**config.mk**
```make
export PLATFORM = sky130hd
export DESIGN_NAME = pwm_duty_frequency_meter
export DESIGN_NICKNAME = d
export VERILOG_FILES = /design/src/rtl/pwmm_pkg.sv /design/src/rtl/pwmm_fifo.sv /design/src/rtl/pwmm_front.sv /design/src/rtl/pwmm_back.sv /design/src/rtl/pwm_duty_frequency_meter.sv
export SDC_FILE = /design/constraint.sdc
export NUM_CORES = 1
export LEC_CHECK = 0
export ABC_AREA = 1
export BUFFER_PORTS_ARGS = -buffer_cell sky130_fd_sc_hd__buf_2
export CORE_UTILIZATION = 55
export DETAILED_ROUTE_END_ITERATION = 12
export GPL_TIMING_DRIVEN = 0
export PLACE_DENSITY = 0.76
export SLEW_MARGIN = 20
export SYNTH_ARGS = -nofsm -noshare
export SYNTH_HDL_FRONTEND = slang
export SYNTH_HIERARCHICAL = 1
export SYNTH_SLANG_ARGS = --single-unit
```
**constraint.sdc**
```tcl
create_clock -name clk -period 3.9 [get_ports clk]
set_input_delay 0.78 -clock clk [delete_from_list [all_inputs] [get_ports clk]]
set_output_delay 0.78 -clock clk [all_outputs]
set_load 0.01 [all_outputs]
```
**src/rtl/pwmm_pkg.sv**
```systemverilog
// ----------------------------------------------------------------------------
// pwmm_pkg
// Shared constants and types of the PWM duty and frequency meter.
// ----------------------------------------------------------------------------
package pwmm_pkg;

    localparam int CNT_BITS_DEF    = 16;
    localparam int QUEUE_DEPTH_DEF = 4;

    localparam int TPS_BITS      = 24;
    localparam int TICKS_BITS    = 16;
    localparam int DUTY_BITS     = 7;
    localparam int FREQ_BITS     = 16;
    localparam int DUTY_SCALE    = 100;
    localparam int APB_DATA_BITS = 32;
    localparam int APB_ADDR_BITS = 2;

    localparam logic [TPS_BITS-1:0]      TPS_RESET    = 24'd1000000;
    localparam logic [APB_ADDR_BITS-1:0] REG_TPS_ADDR = 2'd0;

    // edge_kind codes
    localparam logic EDGE_RISE = 1'b0;
    localparam logic EDGE_FALL = 1'b1;

    typedef enum logic [1:0] {
        BK_IDLE,
        BK_DIV,
        BK_DONE
    } bk_state_t;

    typedef struct packed {
        logic full;
        logic empty;
    } fifo_status_t;

endpackage

```
**src/rtl/pwmm_fifo.sv**
```systemverilog
// ----------------------------------------------------------------------------
// pwmm_fifo
// Small capture queue between the edge front end and the divider back end.
// ----------------------------------------------------------------------------
module pwmm_fifo
    import pwmm_pkg::*;
#(
    parameter int WIDTH = 1,
    parameter int DEPTH = QUEUE_DEPTH_DEF
)
(
    input  logic             clk,
    input  logic             rst_n,
    input  logic             push,
    input  logic [WIDTH-1:0] push_data,
    input  logic             pop,
    output logic [WIDTH-1:0] pop_data,
    output fifo_status_t     stat
);

    localparam int AW = $clog2(DEPTH);
    localparam int CW = $clog2(DEPTH + 1);

    logic [WIDTH-1:0] entry_reg [DEPTH];
    logic [AW-1:0]    wr_ptr_reg;
    logic [AW-1:0]    wr_ptr_next;
    logic [AW-1:0]    rd_ptr_reg;
    logic [AW-1:0]    rd_ptr_next;
    logic [CW-1:0]    cnt_reg;
    logic [CW-1:0]    cnt_next;

    assign stat.full  = (cnt_reg == CW'(DEPTH));
    assign stat.empty = (cnt_reg == '0);
    assign pop_data   = entry_reg[rd_ptr_reg];

    always_comb
    begin
        wr_ptr_next = wr_ptr_reg;
        rd_ptr_next = rd_ptr_reg;
        cnt_next    = cnt_reg;
        if (push)
        begin
            wr_ptr_next = (wr_ptr_reg == AW'(DEPTH - 1)) ? '0 : wr_ptr_reg + AW'(1);
        end
        if (pop)
        begin
            rd_ptr_next = (rd_ptr_reg == AW'(DEPTH - 1)) ? '0 : rd_ptr_reg + AW'(1);
        end
        if (push && !pop)
        begin
            cnt_next = cnt_reg + CW'(1);
        end
        else if (pop && !push)
        begin
            cnt_next = cnt_reg - CW'(1);
        end
    end

    always_ff @(posedge clk or negedge rst_n)
    begin
        if (!rst_n)
        begin
            wr_ptr_reg <= '0;
            rd_ptr_reg <= '0;
            cnt_reg    <= '0;
        end
        else
        begin
            wr_ptr_reg <= wr_ptr_next;
            rd_ptr_reg <= rd_ptr_next;
            cnt_reg    <= cnt_next;
        end
    end

    always_ff @(posedge clk)
    begin
        if (push)
        begin
            entry_reg[wr_ptr_reg] <= push_data;
        end
    end

endmodule

```
**src/rtl/pwmm_front.sv**
```systemverilog
// ----------------------------------------------------------------------------
// pwmm_front
// Tick counter and alternating edge detector; queues one job per capture.
// ----------------------------------------------------------------------------
module pwmm_front
    import pwmm_pkg::*;
#(
    parameter int COUNTER_BITS = CNT_BITS_DEF
)
(
    input  logic                    clk,
    input  logic                    rst_n,
    input  logic                    in_valid,
    output logic                    in_ready,
    input  logic                    signal_level,
    input  fifo_status_t            q_stat,
    output logic                    push,
    output logic [2*COUNTER_BITS:0] push_data
);

    logic [COUNTER_BITS-1:0] tick_reg;
    logic [COUNTER_BITS-1:0] tick_next;
    logic                    await_reg;
    logic                    await_next;
    logic                    prev_reg;
    logic                    prev_next;
    logic [COUNTER_BITS-1:0] high_reg;
    logic [COUNTER_BITS-1:0] high_next;
    logic [COUNTER_BITS-1:0] low_reg;
    logic [COUNTER_BITS-1:0] low_next;
    logic [COUNTER_BITS-1:0] count;
    logic                    accept;
    logic                    cap_rise;
    logic                    cap_fall;

    // any sample may capture, so hold off whenever the queue is full
    assign in_ready = !q_stat.full;
    assign accept   = in_valid && in_ready;
    assign count    = tick_reg + COUNTER_BITS'(1);
    assign cap_rise = !await_reg && signal_level && !prev_reg;
    assign cap_fall = await_reg && !signal_level && prev_reg;
    assign push     = accept && (cap_rise || cap_fall);

    always_comb
    begin
        tick_next  = tick_reg;
        await_next = await_reg;
        prev_next  = prev_reg;
        high_next  = high_reg;
        low_next   = low_reg;
        push_data  = {EDGE_RISE, high_reg, count};
        if (accept)
        begin
            prev_next = signal_level;
            if (cap_rise)
            begin
                low_next   = count;
                await_next = 1'b1;
                tick_next  = '0;
            end
            else if (cap_fall)
            begin
                high_next  = count;
                await_next = 1'b0;
                tick_next  = '0;
                push_data  = {EDGE_FALL, count, low_reg};
            end
            else
            begin
                tick_next = count;
            end
        end
    end

    always_ff @(posedge clk or negedge rst_n)
    begin
        if (!rst_n)
        begin
            tick_reg  <= '0;
            await_reg <= 1'b0;
            prev_reg  <= 1'b0;
            high_reg  <= '0;
            low_reg   <= '0;
        end
        else
        begin
            tick_reg  <= tick_next;
            await_reg <= await_next;
            prev_reg  <= prev_next;
            high_reg  <= high_next;
            low_reg   <= low_next;
        end
    end

endmodule

```
**src/rtl/pwmm_back.sv**
```systemverilog
// ----------------------------------------------------------------------------
// pwmm_back
// Computes duty and frequency per queued capture with two restoring
// dividers stepped in lockstep, one quotient bit per cycle each.
// ----------------------------------------------------------------------------
module pwmm_back
    import pwmm_pkg::*;
#(
    parameter int COUNTER_BITS = CNT_BITS_DEF
)
(
    input  logic                    clk,
    input  logic                    rst_n,
    input  fifo_status_t            q_stat,
    input  logic [2*COUNTER_BITS:0] pop_data,
    output logic                    pop,
    input  logic [TPS_BITS-1:0]     tps,
    output logic                    out_valid,
    input  logic                    out_ready,
    output logic                    edge_kind,
    output logic [TICKS_BITS-1:0]   high_ticks,
    output logic [TICKS_BITS-1:0]   low_ticks,
    output logic [DUTY_BITS-1:0]    duty_percent,
    output logic [FREQ_BITS-1:0]    frequency,
    output logic                    period_zero
);

    localparam int PW = COUNTER_BITS + 1;
    localparam int MW = COUNTER_BITS + 7;
    localparam int DW = (MW > TPS_BITS) ? MW : TPS_BITS;
    localparam int SW = $clog2(DW);

    bk_state_t state_reg;
    bk_state_t state_next;

    logic                    q_kind;
    logic [COUNTER_BITS-1:0] q_hi;
    logic [COUNTER_BITS-1:0] q_lo;
    logic [PW-1:0]           per_load;
    logic                    do_step;
    logic                    finish;

    logic                    kind_reg;
    logic [COUNTER_BITS-1:0] hi_reg;
    logic [COUNTER_BITS-1:0] lo_reg;
    logic [PW-1:0]           per_reg;
    logic                    pzero_reg;
    logic [SW-1:0]           step_reg;
    logic [PW-1:0]           rem_d_reg;
    logic [PW-1:0]           rem_d_next;
    logic [PW-1:0]           rem_f_reg;
    logic [PW-1:0]           rem_f_next;
    logic [DW-1:0]           num_d_reg;
    logic [DW-1:0]           num_d_next;
    logic [DW-1:0]           num_f_reg;
    logic [DW-1:0]           num_f_next;
    logic [PW:0]             sh_d;
    logic [PW:0]             sh_f;
    logic [PW:0]             diff_d;
    logic [PW:0]             diff_f;
    logic                    ge_d;
    logic                    ge_f;
    logic [FREQ_BITS-1:0]    freq_sat;

    logic                    out_valid_reg;
    logic                    edge_kind_reg;
    logic [TICKS_BITS-1:0]   high_ticks_reg;
    logic [TICKS_BITS-1:0]   low_ticks_reg;
    logic [DUTY_BITS-1:0]    duty_reg;
    logic [FREQ_BITS-1:0]    freq_reg;
    logic                    pzero_out_reg;

    assign q_kind   = pop_data[2*COUNTER_BITS];
    assign q_hi     = pop_data[2*COUNTER_BITS-1:COUNTER_BITS];
    assign q_lo     = pop_data[COUNTER_BITS-1:0];
    assign per_load = PW'(q_hi) + PW'(q_lo);

    // next state
    always_comb
    begin
        state_next = state_reg;
        case (state_reg)
            BK_IDLE:
            begin
                if (!q_stat.empty)
                begin
                    state_next = (per_load == '0) ? BK_DONE : BK_DIV;
                end
            end
            BK_DIV:
            begin
                if (step_reg == '0)
                begin
                    state_next = BK_DONE;
                end
            end
            BK_DONE:
            begin
                if (!out_valid_reg || out_ready)
                begin
                    state_next = BK_IDLE;
                end
            end
            default:
            begin
                state_next = BK_IDLE;
            end
        endcase
    end

    // state outputs
    always_comb
    begin
        pop     = 1'b0;
        do_step = 1'b0;
        finish  = 1'b0;
        case (state_reg)
            BK_IDLE:
            begin
                pop = !q_stat.empty;
            end
            BK_DIV:
            begin
                do_step = 1'b1;
            end
            BK_DONE:
            begin
                finish = !out_valid_reg || out_ready;
            end
            default:
            begin
                pop = 1'b0;
            end
        endcase
    end

    always_ff @(posedge clk or negedge rst_n)
    begin
        if (!rst_n)
        begin
            state_reg <= BK_IDLE;
        end
        else
        begin
            state_reg <= state_next;
        end
    end

    // one restoring step for each divider
    always_comb
    begin
        sh_d       = {rem_d_reg, num_d_reg[DW-1]};
        sh_f       = {rem_f_reg, num_f_reg[DW-1]};
        diff_d     = sh_d - {1'b0, per_reg};
        diff_f     = sh_f - {1'b0, per_reg};
        ge_d       = (sh_d >= {1'b0, per_reg});
        ge_f       = (sh_f >= {1'b0, per_reg});
        rem_d_next = ge_d ? diff_d[PW-1:0] : sh_d[PW-1:0];
        rem_f_next = ge_f ? diff_f[PW-1:0] : sh_f[PW-1:0];
        num_d_next = {num_d_reg[DW-2:0], ge_d};
        num_f_next = {num_f_reg[DW-2:0], ge_f};
    end

    always_ff @(posedge clk)
    begin
        if (pop)
        begin
            kind_reg  <= q_kind;
            hi_reg    <= q_hi;
            lo_reg    <= q_lo;
            per_reg   <= per_load;
            pzero_reg <= (per_load == '0);
            step_reg  <= SW'(DW - 1);
            rem_d_reg <= '0;
            rem_f_reg <= '0;
            if (per_load == '0)
            begin
                num_d_reg <= '0;
                num_f_reg <= '0;
            end
            else
            begin
                num_d_reg <= DW'(q_hi) * DW'(DUTY_SCALE);
                num_f_reg <= DW'(tps);
            end
        end
        else if (do_step)
        begin
            step_reg  <= step_reg - SW'(1);
            rem_d_reg <= rem_d_next;
            rem_f_reg <= rem_f_next;
            num_d_reg <= num_d_next;
            num_f_reg <= num_f_next;
        end
    end

    assign freq_sat = (|num_f_reg[DW-1:FREQ_BITS]) ? '1 : num_f_reg[FREQ_BITS-1:0];

    // output register
    always_ff @(posedge clk or negedge rst_n)
    begin
        if (!rst_n)
        begin
            out_valid_reg <= 1'b0;
        end
        else if (finish)
        begin
            out_valid_reg <= 1'b1;
        end
        else if (out_ready)
        begin
            out_valid_reg <= 1'b0;
        end
    end

    always_ff @(posedge clk)
    begin
        if (finish)
        begin
            edge_kind_reg  <= kind_reg;
            high_ticks_reg <= TICKS_BITS'(hi_reg);
            low_ticks_reg  <= TICKS_BITS'(lo_reg);
            duty_reg       <= num_d_reg[DUTY_BITS-1:0];
            freq_reg       <= freq_sat;
            pzero_out_reg  <= pzero_reg;
        end
    end

    assign out_valid    = out_valid_reg;
    assign edge_kind    = edge_kind_reg;
    assign high_ticks   = high_ticks_reg;
    assign low_ticks    = low_ticks_reg;
    assign duty_percent = duty_reg;
    assign frequency    = freq_reg;
    assign period_zero  = pzero_out_reg;

endmodule

```
**src/rtl/pwm_duty_frequency_meter.sv**
```systemverilog
// ----------------------------------------------------------------------------
// pwm_duty_frequency_meter
// Input-capture PWM meter: high/low time, duty percent and frequency.
// ----------------------------------------------------------------------------
// Throughput: one sample per cycle while the capture queue has room.
// Each capture is popped in IDLE, divided bit-serially in DIV and registered in DONE;
// the dividers are DW = max(COUNTER_BITS+7, 24) bits wide (24 at the default width).
// A capture waits in the queue while the back end is busy with an earlier one;
// up to QUEUE_DEPTH captures are absorbed before samples stall.
// Reset clears counter, edge state and queue; ticks_per_second reloads 1000000.
module pwm_duty_frequency_meter
    import pwmm_pkg::*;
#(
    parameter int COUNTER_BITS = CNT_BITS_DEF,
    parameter int QUEUE_DEPTH  = QUEUE_DEPTH_DEF
)
(
    input  logic                     clk,
    input  logic                     rst_n,
    input  logic                     psel,
    input  logic                     penable,
    input  logic                     pwrite,
    input  logic [APB_ADDR_BITS-1:0] paddr,
    input  logic [APB_DATA_BITS-1:0] pwdata,
    output logic [APB_DATA_BITS-1:0] prdata,
    output logic                     pready,
    input  logic                     in_valid,
    output logic                     in_ready,
    input  logic                     signal_level,
    output logic                     out_valid,
    input  logic                     out_ready,
    output logic                     edge_kind,
    output logic [TICKS_BITS-1:0]    high_ticks,
    output logic [TICKS_BITS-1:0]    low_ticks,
    output logic [DUTY_BITS-1:0]     duty_percent,
    output logic [FREQ_BITS-1:0]     frequency,
    output logic                     period_zero
);

    localparam int QW = 2 * COUNTER_BITS + 1;

    logic [TPS_BITS-1:0] tps_reg;
    logic                q_push;
    logic [QW-1:0]       q_push_data;
    logic                q_pop;
    logic [QW-1:0]       q_pop_data;
    fifo_status_t        q_stat;

    assign pready = 1'b1;
    assign prdata = (paddr == REG_TPS_ADDR) ? APB_DATA_BITS'(tps_reg) : '0;

    always_ff @(posedge clk or negedge rst_n)
    begin
        if (!rst_n)
        begin
            tps_reg <= TPS_RESET;
        end
        else if (psel && penable && pwrite && (paddr == REG_TPS_ADDR))
        begin
            tps_reg <= pwdata[TPS_BITS-1:0];
        end
    end

    pwmm_front #(
        .COUNTER_BITS (COUNTER_BITS)
    ) u_front (
        .clk          (clk),
        .rst_n        (rst_n),
        .in_valid     (in_valid),
        .in_ready     (in_ready),
        .signal_level (signal_level),
        .q_stat       (q_stat),
        .push         (q_push),
        .push_data    (q_push_data)
    );

    pwmm_fifo #(
        .WIDTH (QW),
        .DEPTH (QUEUE_DEPTH)
    ) u_fifo (
        .clk       (clk),
        .rst_n     (rst_n),
        .push      (q_push),
        .push_data (q_push_data),
        .pop       (q_pop),
        .pop_data  (q_pop_data),
        .stat      (q_stat)
    );

    pwmm_back #(
        .COUNTER_BITS (COUNTER_BITS)
    ) u_back (
        .clk          (clk),
        .rst_n        (rst_n),
        .q_stat       (q_stat),
        .pop_data     (q_pop_data),
        .pop          (q_pop),
        .tps          (tps_reg),
        .out_valid    (out_valid),
        .out_ready    (out_ready),
        .edge_kind    (edge_kind),
        .high_ticks   (high_ticks),
        .low_ticks    (low_ticks),
        .duty_percent (duty_percent),
        .frequency    (frequency),
        .period_zero  (period_zero)
    );

`ifndef NO_ASSERTIONS
    // a capture never lands on a full queue
    assert property (@(posedge clk) disable iff (!rst_n) q_push |-> !q_stat.full)
        else $error("capture pushed into full queue");

    assert property (@(posedge clk) disable iff (!rst_n)
        out_valid |-> (duty_percent <= DUTY_BITS'(DUTY_SCALE)))
        else $error("duty above 100 percent");

    assert property (@(posedge clk) disable iff (!rst_n)
        (out_valid && period_zero) |-> (duty_percent == '0 && frequency == '0))
        else $error("zero period with nonzero duty or frequency");

    // a pop is only issued with data in the queue
    assert property (@(posedge clk) disable iff (!rst_n) q_pop |-> !q_stat.empty)
        else $error("pop from empty queue");
`endif

endmodule

```
==> reports/metrics.cfg <==
[outcome]
status=finished, violations left
violations=negative setup slack

[timing]
min_period_ns=3.95
setup_viol=6
finClkSkew_ns=0.0146
rsz0062_at_grt=true
slew_headroom_pct=40.6
fmax_mhz=253
period_share_pct=101
final-hold-violation-count=0
tightest_slew_ns=0.882
setup_ws_ns=-0.0505
report.final.slew_viol_count=0

[critical_path]
crit_arrival_ns=4.27
worst_r2r_path_depth=20
worst_ep_required_time_ns=4.22
setup.worst_path.end_class=flip-flop
criticalPathCategory=reg -> reg
critical_path_peak_fanout=10
r2r_start=u_fifo/rd_ptr_reg[1]
r2r_setup_slack_ns=-0.05
cp-start-kind=flip-flop
r2r-end=u_back/num_d_reg[17]

[die]
std_cell_rows=71
fp.dieArea_um2=39600
num_io_pins=134
core-area_um2=37900
start_util_pct=56.3
die_height_um=199
die_w_um=199

[clocking]
clock-sinks=411
clock_path_buffers=3
clk_pin_slew_worst_paths_ns=0.06
numCtsBuffers=44
clk_latency_ns=0.57
htree_levels=2
cts_tree=yes
root_buffer=clkbuf_16

[yosys]
synthCells=2285
synth.avg_cell_area_um2=9.34
yosysWarnings=6
synth_top_area_share_pct=40.5
synth_edf_count=288
async_flop_share_pct=20.4
yosys-top-cells-area=edfxtp_1, nand2_1, dfrtp_1, ha_1, inv_1
yosys.area.top_type=edfxtp_1
synth_flop_cell=edfxtp_1
yosys_register_bits=411
yosysSeqAreaShare_pct=54.1
syn-cell-area_um2=21300
synth.distinct_cells=49

[place]
io_buffers=116
post-dp-hpwl_um=36500
post-place-ws_ns=-0.812
gp_congestion=0.962

[cells_and_area]
num_antenna_cells=0
drive_gt1_share_pct=18.1
nets=2682
nFillCells=2983
largest_register_ffs=132
final_common_cell=nand2_1
final_cell_mix=nand2_1, inv_1, edfxtp_1, buf_2, nand3_1
syn2layout_area_growth_pct=18.1

[grt]
grt_pass1_wl_um=80600
grt_max_degree=55
grt_pass1_vias=15900
gr-total-overflow=0
antenna_found_initial=0
grtUsageTotal_pct=26.3

[route]
drt_iter0_markers=1370
first_pass_iters=7
drc=0
ant_nets=0
via_per_inst=5.40
wirelength_um=52400
vias=16500
wire_per_inst_um=17.1

[worst_hold_path]
hold_class=in -> async

[flow_run]
max_cap_violations=0

## worst max path at each step
stage	start	end	slack [ns]	cells after the start
2_1_floorplan	u_fifo/rd_ptr_reg[0]	u_back/num_d_reg[22]	0.19	20
3_3_place_gp	u_back/state_reg[1]	u_fifo/cnt_reg[1]	-1.34	10
3_5_place_dp	u_fifo/rd_ptr_reg[0]	u_back/num_d_reg[22]	-0.81	20
4_1_cts	u_fifo/rd_ptr_reg[1]	u_back/num_d_reg[21]	0.002	20
5_1_grt	u_fifo/rd_ptr_reg[0]	u_back/num_d_reg[17]	-0.20	20
6_report	u_fifo/rd_ptr_reg[1]	u_back/num_d_reg[17]	-0.05	20
## critical path, cell delays in order (launching register included)
cell and delay (ns):
dfrtp_1 0.34, buf_2 0.21, buf_2 0.29, o211ai_1 0.16
nand2_2 0.17, buf_4 0.15, ha_4 0.19, ha_4 0.25
inv_1 0.06, fa_1 0.55, inv_2 0.07, ha_4 0.25
inv_2 0.10, o21ai_1 0.09, a21boi_2 0.19, inv_1 0.07
a21oi_1 0.13, nand2_1 0.08, xnor2_1 0.13, nand3b_1 0.12
nand2_1 0.08
## per-stage QoR
step	cell area (µm²)	util [%]	cells	hold slack (ns)	TNS [ns]
final	25200	66.5	3062	0.169	-0.145
after global routing	25200	66.5	3062	0.180	-1.38
after CTS	24600	64.8	3031	0.165	0
after detailed placement	22800	60.1	2928	0.405	-12.82
after global placement	22600	59.6	2919	0.401	-97.89
after floorplan	21400	-	2292	0.400	0
## per-layer routing
layer  vias up  wire length (µm)  global-route usage [%]
met5         -                 0                       0
met4         0              1400                    9.94
met1      7879             22900                    35.8
met3        85              3240                    3.51
li1       8013                 -                       -
met2       555             24900                    43.0
## area by class of cell
type | instances | area [µm²] | area share, %
multi-input cells | 1474 | 8540 | 33.9
well taps | 511 | 639 | 2.54
repair buffers | 177 | 1190 | 4.71
plain buffers | 79 | 537 | 2.13
flip-flops and latches | 411 | 11500 | 45.8
clock buffers | 54 | 1230 | 4.88
inverters | 328 | 1230 | 4.89
clock inverters | 28 | 305 | 1.21
## cell families after synthesis
kind of cell	count (synthesis)	share of synthesized area [%]
flops	411	54.1
compound gates	282	7.81
xor+xnor	39	1.67
fa+ha+maj	125	7.86
other cells	2	0.0352
buf+inv	407	8.08
simple gates	1019	20.5
## synth_stat cells, types with 9 or more instances
library cell,n
nand2_1,689
inv_1,318
edfxtp_1,288
nand3_1,113
ha_1,110
nor2_1,105
o21ai_0,91
o211ai_1,78
dfrtp_1,77
a21oi_1,69
dfxtp_1,39
buf_2,28
nand3_2,23
xor2_1,19
clkbuf_1,18
nand3b_1,18
nand4_1,18
xnor2_1,18
buf_4,17
nor3_1,16
fa_1,15
o21ai_1,15
buf_6,13
nand2_2,11
inv_2,9
## timing repair
action	in CTS	in global routing
pin swaps	11	38
setup buffers	21	29
cloned	0	2
setup endpoints to repair	45	45
hold buffers	0	0
gates resized for setup	31	79
Power is left out: the tool's default activity adds up to more than one toggle a clock period on the data nets, which glitch-free logic cannot reach.
